## config.mk

```make
export PLATFORM = sky130hd
export DESIGN_NAME = vsfe_ctrl
export DESIGN_NICKNAME = d
export VERILOG_FILES = /design/src/rtl/core/vsfe_pkg.sv /design/src/rtl/core/vsfe_ctrl.sv
export SDC_FILE = /design/constraint.sdc
export NUM_CORES = 1
export LEC_CHECK = 0
export ABC_AREA = 1
export BUFFER_PORTS_ARGS = -buffer_cell sky130_fd_sc_hd__buf_2
export CELL_PAD_IN_SITES_DETAIL_PLACEMENT = 1
export CELL_PAD_IN_SITES_GLOBAL_PLACEMENT = 2
export CORE_ASPECT_RATIO = 0.75
export CORE_MARGIN = 4
export CORE_UTILIZATION = 24
export CTS_CLUSTER_DIAMETER = 120
export DETAILED_ROUTE_END_ITERATION = 16
export PLACE_DENSITY_LB_ADDON = 0.1
export SLEW_MARGIN = 10
export SYNTH_ARGS = -nofsm -noshare
export SYNTH_HDL_FRONTEND = slang
export SYNTH_SLANG_ARGS = --single-unit
```

## constraint.sdc

```tcl
create_clock -name clk_i -period 3.2 [get_ports clk_i]
set_input_delay 0 -clock clk_i [delete_from_list [all_inputs] [get_ports clk_i]]
set_output_delay 0 -clock clk_i [all_outputs]
set_load 0.02 [all_outputs]
```

## src/rtl/core/vsfe_pkg.sv

```systemverilog
// Shared constants, types and helpers of the voxel shape fill engine.
package vsfe_pkg;

  localparam int GRID_X = 32;
  localparam int GRID_Y = 32;
  localparam int GRID_Z = 32;
  localparam int CELLS  = GRID_X * GRID_Y * GRID_Z;
  localparam int IDX_W  = (CELLS > 1) ? $clog2(CELLS) : 1;
  localparam int GX_W   = (GRID_X > 1) ? $clog2(GRID_X) : 1;
  localparam int GY_W   = (GRID_Y > 1) ? $clog2(GRID_Y) : 1;
  localparam int GZ_W   = (GRID_Z > 1) ? $clog2(GRID_Z) : 1;
  localparam int PREP_CYCLES = 3;

  typedef enum logic [3:0] {
    OP_PUT_VOXEL = 4'd0,
    OP_CUT_VOXEL = 4'd1,
    OP_PUT_BOX   = 4'd2,
    OP_CUT_BOX   = 4'd3,
    OP_PUT_SPH   = 4'd4,
    OP_CUT_SPH   = 4'd5,
    OP_PUT_ELL   = 4'd6,
    OP_CUT_ELL   = 4'd7,
    OP_READ      = 4'd8
  } op_e;

  typedef enum logic [1:0] {
    REG_RED   = 2'd0,
    REG_GREEN = 2'd1,
    REG_BLUE  = 2'd2,
    REG_ALPHA = 2'd3
  } reg_e;

  typedef struct packed {
    logic latch;
    logic point_wr;
    logic sweep_en;
    logic clear_en;
    logic load_res;
  } cmd_t;

  typedef struct packed {
    logic [3:0] op;
    logic       clear_last;
    logic       sweep_last;
    logic       pipe_empty;
  } status_t;

  function automatic logic [IDX_W-1:0] cell_idx(input logic [7:0] x, input logic [7:0] y,
                                                input logic [7:0] z);
    logic [31:0] t;
    t = (32'(x) * 32'(GRID_Y) + 32'(y)) * 32'(GRID_Z) + 32'(z);
    return t[IDX_W-1:0];
  endfunction

endpackage

```

## src/rtl/core/vsfe_ctrl.sv

```systemverilog
// Sequencer of the voxel shape fill engine: clearing pass, dispatch, sweep and result.
module vsfe_ctrl (
  input  logic              clk_i,
  input  logic              rst_ni,
  input  logic              in_valid_i,
  output logic              in_stall_o,
  output logic              out_valid_o,
  input  logic              out_stall_i,
  input  vsfe_pkg::status_t status_i,
  output vsfe_pkg::cmd_t    cmd_o
);

  typedef enum logic [2:0] {
    ST_CLEAR, ST_IDLE, ST_DECODE, ST_PREP, ST_SWEEP, ST_DRAIN, ST_FINISH
  } state_e;

  state_e     state_q, state_d;
  logic [1:0] prep_q, prep_d;
  logic       out_valid_q, out_valid_d;

  always_comb begin
    state_d     = state_q;
    prep_d      = prep_q;
    cmd_o       = '0;
    out_valid_d = out_valid_q & out_stall_i;
    unique case (state_q)
      ST_CLEAR: begin
        cmd_o.clear_en = 1'b1;
        if (status_i.clear_last) state_d = ST_IDLE;
      end
      ST_IDLE: begin
        if (in_valid_i) begin
          cmd_o.latch = 1'b1;
          state_d     = ST_DECODE;
        end
      end
      ST_DECODE: begin
        prep_d = '0;
        unique case (status_i.op)
          vsfe_pkg::OP_PUT_VOXEL, vsfe_pkg::OP_CUT_VOXEL: begin
            cmd_o.point_wr = 1'b1;
            state_d        = ST_FINISH;
          end
          vsfe_pkg::OP_PUT_BOX, vsfe_pkg::OP_CUT_BOX, vsfe_pkg::OP_PUT_SPH,
          vsfe_pkg::OP_CUT_SPH, vsfe_pkg::OP_PUT_ELL, vsfe_pkg::OP_CUT_ELL: begin
            state_d = ST_PREP;
          end
          default: state_d = ST_FINISH;
        endcase
      end
      ST_PREP: begin
        prep_d = prep_q + 2'd1;
        if (prep_q == 2'(vsfe_pkg::PREP_CYCLES - 1)) state_d = ST_SWEEP;
      end
      ST_SWEEP: begin
        cmd_o.sweep_en = 1'b1;
        if (status_i.sweep_last) state_d = ST_DRAIN;
      end
      ST_DRAIN: begin
        if (status_i.pipe_empty) state_d = ST_FINISH;
      end
      ST_FINISH: begin
        if (!out_valid_q || !out_stall_i) begin
          cmd_o.load_res = 1'b1;
          out_valid_d    = 1'b1;
          state_d        = ST_IDLE;
        end
      end
      default: state_d = ST_IDLE;
    endcase
  end

  always_ff @(posedge clk_i or negedge rst_ni) begin
    if (!rst_ni) begin
      state_q     <= ST_CLEAR;
      prep_q      <= '0;
      out_valid_q <= 1'b0;
    end else begin
      state_q     <= state_d;
      prep_q      <= prep_d;
      out_valid_q <= out_valid_d;
    end
  end

  assign in_stall_o  = (state_q != ST_IDLE);
  assign out_valid_o = out_valid_q;

endmodule

```

## Word-level counts from Yosys, hierarchy flattened

Cells that the tools add are included.

| word-level totals | value |
|---|---|
| logic and storage cells | 54 |
| register bits after elaboration | 6 |
| input bits | 11 |

| cells by class | value |
|---|---|
| mux-type cells | 19 |
| $add $sub $neg | 1 |
| reductions and logical operators | 9 |
| equal/unequal tests | 21 |
| bitwise gates (word level) | 1 |

Operator list:

| kind | count |
|---|---|
| $mux W3 | 7 |
| $pmux W3 S7 | 1 |
| $eq A4 B3 Y1 const B | 4 |
| $ne A2 B2 Y1 const B | 6 |
| $mux W1 | 10 |
| $eq A3 B3 Y1 const B | 3 |
| $eq A4 B2 Y1 const B | 2 |
| $eq A3 B2 Y1 const B | 2 |
| $reduce_and A6 Y1 | 1 |
| $reduce_or A6 Y1 | 1 |
| $eq A4 B1 Y1 const B | 1 |
| $logic_not A4 Y1 | 1 |
| $pmux W2 S2 | 1 |
| $eq A3 B1 Y1 const B | 1 |
| $logic_not A3 Y1 | 1 |
| $ne A3 B1 Y1 const B | 1 |
| $add A2 B1 Y2 const B | 1 |
| $eq A2 B2 Y1 const B | 1 |
| $logic_not A1 Y1 | 2 |
| $reduce_bool A2 Y1 | 1 |
| $reduce_or A2 Y1 | 1 |
| $and A1 B1 Y1 | 1 |
| $logic_or A1 B1 Y1 | 1 |

## Logic depth before layout (Yosys ltp)

Gate-level depths: netlist (run 1).

| logic depth | value |
|---|---|
| word-level depth | 4 |
| gate-level depth with buffers | 9 |
| mapped depth without buffers | 8 |

## Least setup slack after synthesis (run 1)

OpenSTA, ideal clock, no wires.

| timing | value |
|---|---|
| path kind | reg2out |
| from | register state_q[0] |
| to | output port cmd_o[3] (netlist bit) |
| required time | 3.200 ns |
| arrival | 1.214 ns |
| stages on the path, launching flop included | 6 |
| path slack | 1.986 ns |
| path buffers | 0 |
| path through | dfrtp_1 inv_1 nand2_1 nor2_1 inv_1 nor3_1 |

RTL lines:

| item | RTL line | text |
|---|---|---|
| start: declaration | vsfe_ctrl.sv:17 | `state_e state_q, state_d;` |
| start signal: assignment | vsfe_ctrl.sv:79 | `state_q <= state_d;` |
| end: declaration | vsfe_ctrl.sv:10 | `output vsfe_pkg::cmd_t cmd_o` |

==> reports/results.ini, run 1 <==
[power]
p_per_area_mw_per_mm2 = 913
ir_drop_v = 0.000292
leakagePower_nw = 0.354

[global_route]
antenna_found_initial = 0
grt_first_pass_wirelength_um = 1860
grt_max_degree = 10
grt_pass1_vias = 451
track_usage = 0.0922
grt_overflow = 0

[worst_setup_path]
crit_chain = inv_1 > nand2_1 > nor2_1 > inv_1 > nor3_1 > buf_2
cpPeakStageDelay_ns = 0.45
crit_slowest_cell = dfrtp_1
critPathMaxFanout = 7
cp_top_family = flip-flops
crit_buf_inv = 3
worstPathArrival_ns = 1.43
critPathKind = flop to primary output
worst_ep_required_time_ns = 3.20
crit_path_end_kind = primary output
cp-start-kind = flop
cp_common_cell = inv_1

[floorplanning]
ios = 18
dieWidth_um = 59.0
rows = 13
die_area_mm2 = 0.00273
start_util = 0.262
die_h_um = 46.2
core_area_mm2 = 0.00179

[yosys]
synthMuxAreaShare = 0
ys_types = 16
synth-seq-cells = 6
syn-cell-area_um2 = 468
syn_area_per_cell_um2 = 6.41
synth_compound_area_frac = 0.0882
yosys.area_share.adder = 0.0267
synthCells = 73
yosys.area_share.xor_xnor = 0
ys_seq_area_frac = 0.321
yosys.area_share.simple = 0.388
ys_warn_count = 0
synth_top_family_by_area = simple AND/OR/NAND/NOR gates
synth_nets = 85

[cts]
cts_buffers = 3
root_buffer = clkbuf_4
cts_sinks = 6
cts_setup_buffers = 0
cts_tree = built
clkTransAtPathRegs_ns = 0.04
clk_latency_ns = 0.24
h-tree-depth = 1
cts_buffer_depth = 2

[final_layout]
nNetsFinal = 105
area_growth_pct = 25.1
drive_gt1_frac = 0.286
num_antenna_cells = 0
fin_cells = 113
fillers = 246

[placed_design]
dp_hpwl_um = 979
place_congestion = 0.743
port_buffers = 16
dpl.cell_count = 109

[sta]
fmax_ghz = 0.699
setup_tns_ns = 0
skew_ns = 0.00198
finalSetupViolations = 0
hold_slack_ns = -0.00245
rsz0062_at_grt = false
drv_slew = 0
slew_headroom = 0.797
period_share = 0.447
worst_slew_pin_slew_ns = 0.305
period_minus_slack_ns = 1.43
hold_violations = 1

[drt]
drt_iter0_drc = 7
drc = 0
vias = 481
totalWireLength_um = 1170
drtAntennaViolNets = 0
vias_per_cell = 4.26
drt_first_pass_iters = 6
drt-wirelength-per-cell_um = 10.3

[outcome]
status = finished, violations left
violations = hold timing

[run]
maxCapViolCount = 0

[worst_hold_path]
hp-class = input pin to flop

## worst paths after layout
path | startpoint | endpoint | slack, ns | cells past startpoint
setup / recovery | state_q[0]$_DFFE_PN0P_ | cmd_o[3] | 1.77 | 6
max in group asynchronous | rst_ni | state_q[2]$_DFFE_PN0P_ | 2.95 | 2
setup reg to reg | state_q[1]$_DFFE_PN0P_ | state_q[2]$_DFFE_PN0P_ | 1.88 | 7
hold / removal | out_stall_i | out_valid_o$_DFF_PN0_ | -0.002 | 3
min in group asynchronous | rst_ni | out_valid_o$_DFF_PN0_ | 0.11 | 2
hold reg to reg | prep_q[0]$_DFFE_PN0P_ | prep_q[0]$_DFFE_PN0P_ | 0.50 | 1
## per-layer routing
metal / vias to the layer above / part of all wire / global-route usage
met5: - / 0 / 0
met4: 0 / 0 / 0.0136
met3: 0 / 0.046 / 0.0336
met2: 11 / 0.44 / 0.152
met1: 211 / 0.52 / 0.118
li1: 259 / - / -
## synth_stat cells
library cell / n / area (um^2)
nand2_1: 20 / 75.1
inv_1: 15 / 56.3
nand3_1: 7 / 35.0
dfrtp_1: 6 / 150
nor2_1: 6 / 22.5
o21ai_0: 4 / 20.0
nor2_2: 3 / 18.8
buf_6: 2 / 22.5
nand2_2: 2 / 12.5
nor3_1: 2 / 10.0
a21oi_1: 1 / 5.00
a21oi_2: 1 / 8.76
a22oi_1: 1 / 7.51
ha_1: 1 / 12.5
inv_2: 1 / 3.75
nand3b_1: 1 / 7.51
## cell type report
class / count / area (um^2) / area share
clock buffer: 3 / 22.5 / 0.0385
timing repair buffer: 17 / 90.1 / 0.154
inverter: 16 / 60.1 / 0.103
multi-input combinational: 49 / 235 / 0.402
tap: 22 / 27.5 / 0.0470
sequential: 6 / 150 / 0.256
## cells in the final DEF, fill, tap and decap left out
master         instances
nand2_1               20
o21ai_0                4
nor3_1                 2
inv_2                  1
nand3_1                7
clkbuf_4               3
dfrtp_1                6
nor2_1                 6
a21oi_1                1
buf_2                 16
nand3b_1               1
inv_1                 15
nor2_2                 3
ha_1                   1
a22oi_1                1
nand2_2                2
a21oi_2                1
dlygate4sd3_1          1
## state kept, by name, indices dropped and copies added (netlist names)
name         count
out_valid_o      1
state_q          3
prep_q           2
## repair_timing
item                                   in CTS  in global routing
endpoints found under the hold margin       6                  0
resized for setup                           0                  0
hold buffers                                1                  0
setup endpoints to repair                   0                  0
## power breakdown
group | switching, mW | leakage (nW) | total [mW] | internal [mW]
Combinational | 0.197 | 0.264 | 0.304 | 0.107
Clock | 0.0253 | 0.0138 | 0.0675 | 0.0423
Sequential | 0.0522 | 0.0769 | 0.163 | 0.111
Total | 0.275 | 0.354 | 0.535 | 0.260
## metrics by stage
step | total power [mW] | utilization | setup WS (ns) | instance area, um^2
2_1_floorplan | 0.405 | - | 1.99 | 468
3_3_place_gp | 0.471 | 0.309 | 1.87 | 553
3_5_place_dp | 0.472 | 0.309 | 1.88 | 553
4_1_cts | 0.546 | 0.327 | 1.74 | 586
5_1_grt | 0.595 | 0.327 | 1.62 | 586
6_report | 0.535 | 0.327 | 1.77 | 586
## cells by family after synthesis
kind of cell | after synthesis
DFF | 6
buffers and inverters | 18
adders and majority gates | 1
and+or+nand+nor | 41
AOI/OAI and AO/OA | 7
## worst min-delay path, delay by kind of cell
family	cells	cell delay (ns)
buffers and inverters	1	0.08
and+or+nand+nor	2	0.13
No activity file was read; power rests on OpenSTA's default activity.
==> inputs of run 2 (changes only) <==
--- a/config.mk
+++ b/config.mk
@@ -5,13 +5,13 @@
 export SDC_FILE = /design/constraint.sdc
 export NUM_CORES = 1
 export LEC_CHECK = 0
-export ABC_AREA = 1
+export ABC_AREA = 0
 export BUFFER_PORTS_ARGS = -buffer_cell sky130_fd_sc_hd__buf_2
 export CELL_PAD_IN_SITES_DETAIL_PLACEMENT = 1
 export CELL_PAD_IN_SITES_GLOBAL_PLACEMENT = 2
 export CORE_ASPECT_RATIO = 0.75
 export CORE_MARGIN = 4
-export CORE_UTILIZATION = 24
+export CORE_UTILIZATION = 21
 export CTS_CLUSTER_DIAMETER = 120
 export DETAILED_ROUTE_END_ITERATION = 16
 export PLACE_DENSITY_LB_ADDON = 0.1
==> constraint.sdc (replaced) <==
create_clock -name clk_i -period 1.3 [get_ports clk_i]
set_input_delay 0 -clock clk_i [delete_from_list [all_inputs] [get_ports clk_i]]
set_output_delay 0 -clock clk_i [all_outputs]
set_load 0.02 [all_outputs]
==> run 2 against run 1 <==
The flow now finishes without violations; area after synthesis decreased by 15%; routed wire length decreased by 6.3%; worst hold slack improved by 0.038 ns; register-to-register slack got worse by 1.8 ns; critical path type unchanged.
==> reports/results.ini, run 2 <==
[outcome]
status = completed

[floorplanning]
die_area_mm2 = 0.00266
ios = 18
start_util = 0.226
rows = 13
die_h_um = 45.7
core_area_mm2 = 0.00176
dieWidth_um = 58.3

[sta]
finalSetupViolations = 0
hold_violations = 0
fin_ws_ns = 0.0103
period_share = 0.992
period_minus_slack_ns = 1.29
drv_slew = 0
worst_slew_pin_slew_ns = 0.313
rsz0062_at_grt = true
fmax_ghz = 0.775
skew_ns = 0.00449
slew_headroom = 0.791

[final_layout]
final_cell_mix = buf_2, buf_4, nand2_1
largest_reg_flops = 3
area_growth_pct = 66.4
mostFrequentLayoutCell = buf_2
num_antenna_cells = 0
nNetsFinal = 85
drive_gt1_frac = 0.606
largest_register = state_q
fin_cells = 93
final_core_util = 0.377

[worst_setup_path]
cp-startpoint = state_q[1]$_DFFE_PN0P_
cp-start-kind = flop
worst_ep_required_time_ns = 1.30
crit_path_end_kind = primary output
rrSetupSlack_ns = 0.09
r2r_end = state_q[0]$_DFFE_PN0P_
rr_worst_depth = 5
critPathKind = flop to primary output
critPathCapture = cmd_o[4]
worstPathArrival_ns = 1.29
r2r-start = prep_q[0]$_DFFE_PN0P_
critPathMaxFanout = 4

[power]
p_per_area_mw_per_mm2 = 2260
leakagePower_nw = 0.312
ir_drop_v = 0.000898
power.total_mw = 1.49

[cts]
cts_buffer_depth = 2
clkTransAtPathRegs_ns = 0.05
cts_buffers = 3
h-tree-depth = 1
cts_tree = built
root_buffer = clkbuf_4
clk_latency_ns = 0.25
cts_sinks = 6

[drt]
vias = 419
drtAntennaViolNets = 0
vias_per_cell = 4.51
drt_iter0_drc = 1
drt-wirelength-per-cell_um = 11.7
drc = 0
drt_first_pass_iters = 3
totalWireLength_um = 1090

[yosys]
ys_seq_area_frac = 0.377
yosysTopAreaCellShare = 0.377
synth-seq-cells = 6
syn_area_per_cell_um2 = 9.25
synthCells = 43
ys_warn_count = 0
yosys-top-cells-area = dfrtp_1, nand2_1, o21ai_1, a2111oi_2, a221oi_2
synth_edf_count = 0
synth_nets = 55
synth_common_cells = dfrtp_1, nand2_1, inv_1, nor2_1, o21ai_1
yosys.area.top_type = dfrtp_1
ys.flop_type = dfrtp_1
ys_types = 26
syn-cell-area_um2 = 398
synthArstFlopShare = 1.00

[worst_hold_path]
hold_start = out_stall_i
hp-class = input pin to flop

[run]
maxCapViolCount = 0

[global_route]
grt_first_pass_wirelength_um = 1730
grt_overflow = 0
antenna_found_initial = 0
grt_pass1_vias = 386
track_usage = 0.0926
grt_max_degree = 7

[placed_design]
place_congestion = 0.595
post-place-ws_ns = 0.0394
dpl.cell_count = 81
port_buffers = 16
dp_hpwl_um = 802

## run 2: kinds of logic after synthesis
kind of cell | count (synthesis) | synth area share
AO/OA/AOI/OAI | 9 | 0.179
buffers and inverters | 6 | 0.0880
AND/OR/NAND/NOR | 20 | 0.299
multiplexers | 1 | 0.0252
adder cells (fa/ha/maj) | 1 | 0.0314
flip-flops | 6 | 0.377
## run 2: final cells by class
cell class / instances / area, um^2
timing repair buffer: 28 / 188
tap: 22 / 27.5
fill: 225 / 1090
clock buffer: 3 / 22.5
multi-input combinational: 31 / 259
sequential: 6 / 154
inverter: 3 / 11.3
## run 2: worst min path at each step
stage,slack [ns],depth (start not counted),end
floorplan,-0.30,0,out_valid_o$_DFF_PN0_
global placement,-0.17,1,prep_q[0]$_DFFE_PN0P_
detailed placement,-0.17,1,prep_q[0]$_DFFE_PN0P_
CTS,0.04,3,out_valid_o$_DFF_PN0_
global route,0.07,3,out_valid_o$_DFF_PN0_
finish,0.04,3,out_valid_o$_DFF_PN0_
## run 2: metrics by stage
step | TNS, ns | hold WS [ns] | area [um^2]
2_1_floorplan | 0 | -0.296 | 400
3_5_place_dp | 0 | -0.170 | 507
4_1_cts | 0 | 0.0389 | 602
6_report | 0 | 0.0360 | 662
5_1_grt | -0.105 | 0.0663 | 662
3_3_place_gp | 0 | -0.170 | 507
## run 2: power by group
part	internal [mW]	total (mW)	leakage (nW)	switching, mW
combinational	0.509	0.974	0.226	0.466
sequential	0.276	0.346	0.0722	0.0700
clock	0.105	0.174	0.0138	0.0698
## run 2: per-layer routing
metal / vias up / share of wire / track usage
li1: 209 / - / -
met1: 192 / 0.47 / 0.125
met2: 16 / 0.40 / 0.111
met3: 2 / 0.11 / 0.0595
met4: 0 / 0.010 / 0.0417
met5: - / 0 / 0
## run 2: worst max-delay path, stage by stage (launching register included)
cell,delay [ns]
dfrtp_2,0.42
or3b_4,0.42
nor2_4,0.09
buf_6,0.12
## run 2: what timing repair did
item | CTS | global route
gates resized for setup | 7 | 10
endpoints found under the hold margin | 6 | 0
pin swaps | 0 | 2
buffers inserted | 6 | 2
hold buffers | 1 | 0
setup endpoints to repair | 4 | 5
==> inputs of run 3 (changes only) <==
--- a/config.mk
+++ b/config.mk
@@ -9,9 +9,8 @@
 export BUFFER_PORTS_ARGS = -buffer_cell sky130_fd_sc_hd__buf_2
 export CELL_PAD_IN_SITES_DETAIL_PLACEMENT = 1
 export CELL_PAD_IN_SITES_GLOBAL_PLACEMENT = 2
-export CORE_ASPECT_RATIO = 0.75
 export CORE_MARGIN = 4
-export CORE_UTILIZATION = 21
+export CORE_UTILIZATION = 26
 export CTS_CLUSTER_DIAMETER = 120
 export DETAILED_ROUTE_END_ITERATION = 16
 export PLACE_DENSITY_LB_ADDON = 0.1
==> constraint.sdc (replaced) <==
create_clock -name clk_i -period 1.5 [get_ports clk_i]
set_input_delay 0 -clock clk_i [delete_from_list [all_inputs] [get_ports clk_i]]
set_output_delay 0 -clock clk_i [all_outputs]
set_load 0.02 [all_outputs]
==> run 3 against run 2 <==
Clock skew increased by 0.0046 ns; setup slack improved by 0.074 ns; largest power group unchanged; critical path type unchanged; register-to-register slack improved by 0.17 ns; non-clock buffer count decreased by 11; design area decreased by 23%; highest routed layer is now met3.
==> reports/results.ini, run 3 (synthesized netlist as in run 2, its figures left out) <==
[sta]
drv_slew = 0
setup_tns_ns = 0
finalSetupViolations = 0
hold_violations = 0
rsz0062_at_grt = false
fmax_ghz = 0.707
worst_slew_pin_slew_ns = 0.314
skew_ns = 0.00907
period_minus_slack_ns = 1.42
period_share = 0.944
slew_headroom = 0.790

[cts]
root_buffer = clkbuf_4
h-tree-depth = 1
cts_buffers = 3
clkTransAtPathRegs_ns = 0.05
cts_sinks = 6
cts_buffer_depth = 2
cts_tree = built
clk_latency_ns = 0.24

[global_route]
grt_max_degree = 14
track_usage = 0.103
grt_pass1_vias = 357
grt_overflow = 0
grt_first_pass_wirelength_um = 1530
antenna_found_initial = 0

[drt]
totalWireLength_um = 930
drc = 0
drtAntennaViolNets = 0
drt-wirelength-per-cell_um = 12.4
drt_iter0_drc = 0
drt_first_pass_iters = 1
vias = 367
vias_per_cell = 4.89

[final_layout]
largest_reg_flops = 3
largest_register = state_q
mostFrequentLayoutCell = buf_2
final_area_um2 = 512
num_antenna_cells = 0
area_growth_pct = 28.6
nNetsFinal = 74
final_cell_mix = buf_2, nand2_1
final_core_util = 0.375
drive_gt1_frac = 0.450

[floorplanning]
dieWidth_um = 47.1
core_area_mm2 = 0.00137
rows = 13
start_util = 0.291
ios = 18
die_h_um = 47.1
die_area_mm2 = 0.00222

[placed_design]
port_buffers = 16
placed_cell_area_um2 = 473
dp_hpwl_um = 763
place_congestion = 0.707

[outcome]
status = completed

[worst_setup_path]
worstPathArrival_ns = 1.42
crit_path_end_kind = primary output
worst_ep_required_time_ns = 1.50
cp-start-kind = flop
crit_chain = nand2b_2 > nor4_1 > buf_2
critPathKind = flop to primary output
cpPeakStageDelay_ns = 0.47
critPathMaxFanout = 11
crit_slowest_cell = dfrtp_2

[power]
leakagePower_nw = 0.250
ir_drop_v = 0.000620
p_per_area_mw_per_mm2 = 1890
power.total_uw = 968

[worst_hold_path]
hp-class = input pin to flop

[run]
maxCapViolCount = 0

[run 3: worst paths after layout]
check,from,slack [ns],cells after the start,end
setup / recovery,state_q[2]$_DFFE_PN0P_,0.08,3,cmd_o[3]
hold / removal,out_stall_i,0.05,3,out_valid_o$_DFF_PN0_
setup reg to reg,prep_q[0]$_DFFE_PN0P_,0.26,5,state_q[0]$_DFFE_PN0P_
hold reg to reg,prep_q[1]$_DFFE_PN0P_,0.50,2,prep_q[1]$_DFFE_PN0P_
max in group asynchronous,rst_ni,1.23,2,state_q[2]$_DFFE_PN0P_
min in group asynchronous,rst_ni,0.10,2,out_valid_o$_DFF_PN0_
[run 3: report_power, final]
group / total [mW] / internal, mW / switching (mW)
Clock: 0.148 / 0.0905 / 0.0577
Combinational: 0.451 / 0.210 / 0.241
Sequential: 0.368 / 0.239 / 0.130
[run 3: worst max-delay path, delay by kind of cell (launching register included)]
family	cells	cell delay (ns)
flip-flops	1	0.47
AND/OR/NAND/NOR	2	0.50
buffers and inverters	1	0.21
[run 3: final cells by class]
| class | count | area, um^2 |
|---|---|---|
| Tap cell | 15 | 18.8 |
| Multi-Input combinational cell | 31 | 215 |
| Timing Repair Buffer | 17 | 90.1 |
| Sequential cell | 6 | 154 |
| Clock buffer | 3 | 22.5 |
| Inverter | 3 | 11.3 |
| Fill cell | 177 | 855 |
[run 3: layer usage]
metal	GRT usage	part of all wire	vias up
met5	0	0	-
met4	0	0	0
met3	0.0690	0.080	0
met2	0.168	0.49	13
met1	0.121	0.43	170
li1	-	-	184
[run 3: per-stage QoR]
stage          worst slack (ns)  std cells  hold slack, ns
3_3_place_gp              0.211         71          -0.171
3_5_place_dp              0.187         71          -0.166
5_1_grt                 0.00116         75          0.0662
6_report                 0.0847         75          0.0546
2_1_floorplan             0.190         43          -0.296
4_1_cts                  0.0482         75          0.0435
[run 3: what timing repair did]
| item | 4_1_cts | 5_1_grt |
|---|---|---|
| endpoints found under the setup margin | 2 | 2 |
| hold buffers | 1 | 0 |
| endpoints found under the hold margin | 6 | 0 |
| pin swaps | 0 | 0 |
| setup buffers | 0 | 0 |
| gates resized for setup | 3 | 1 |
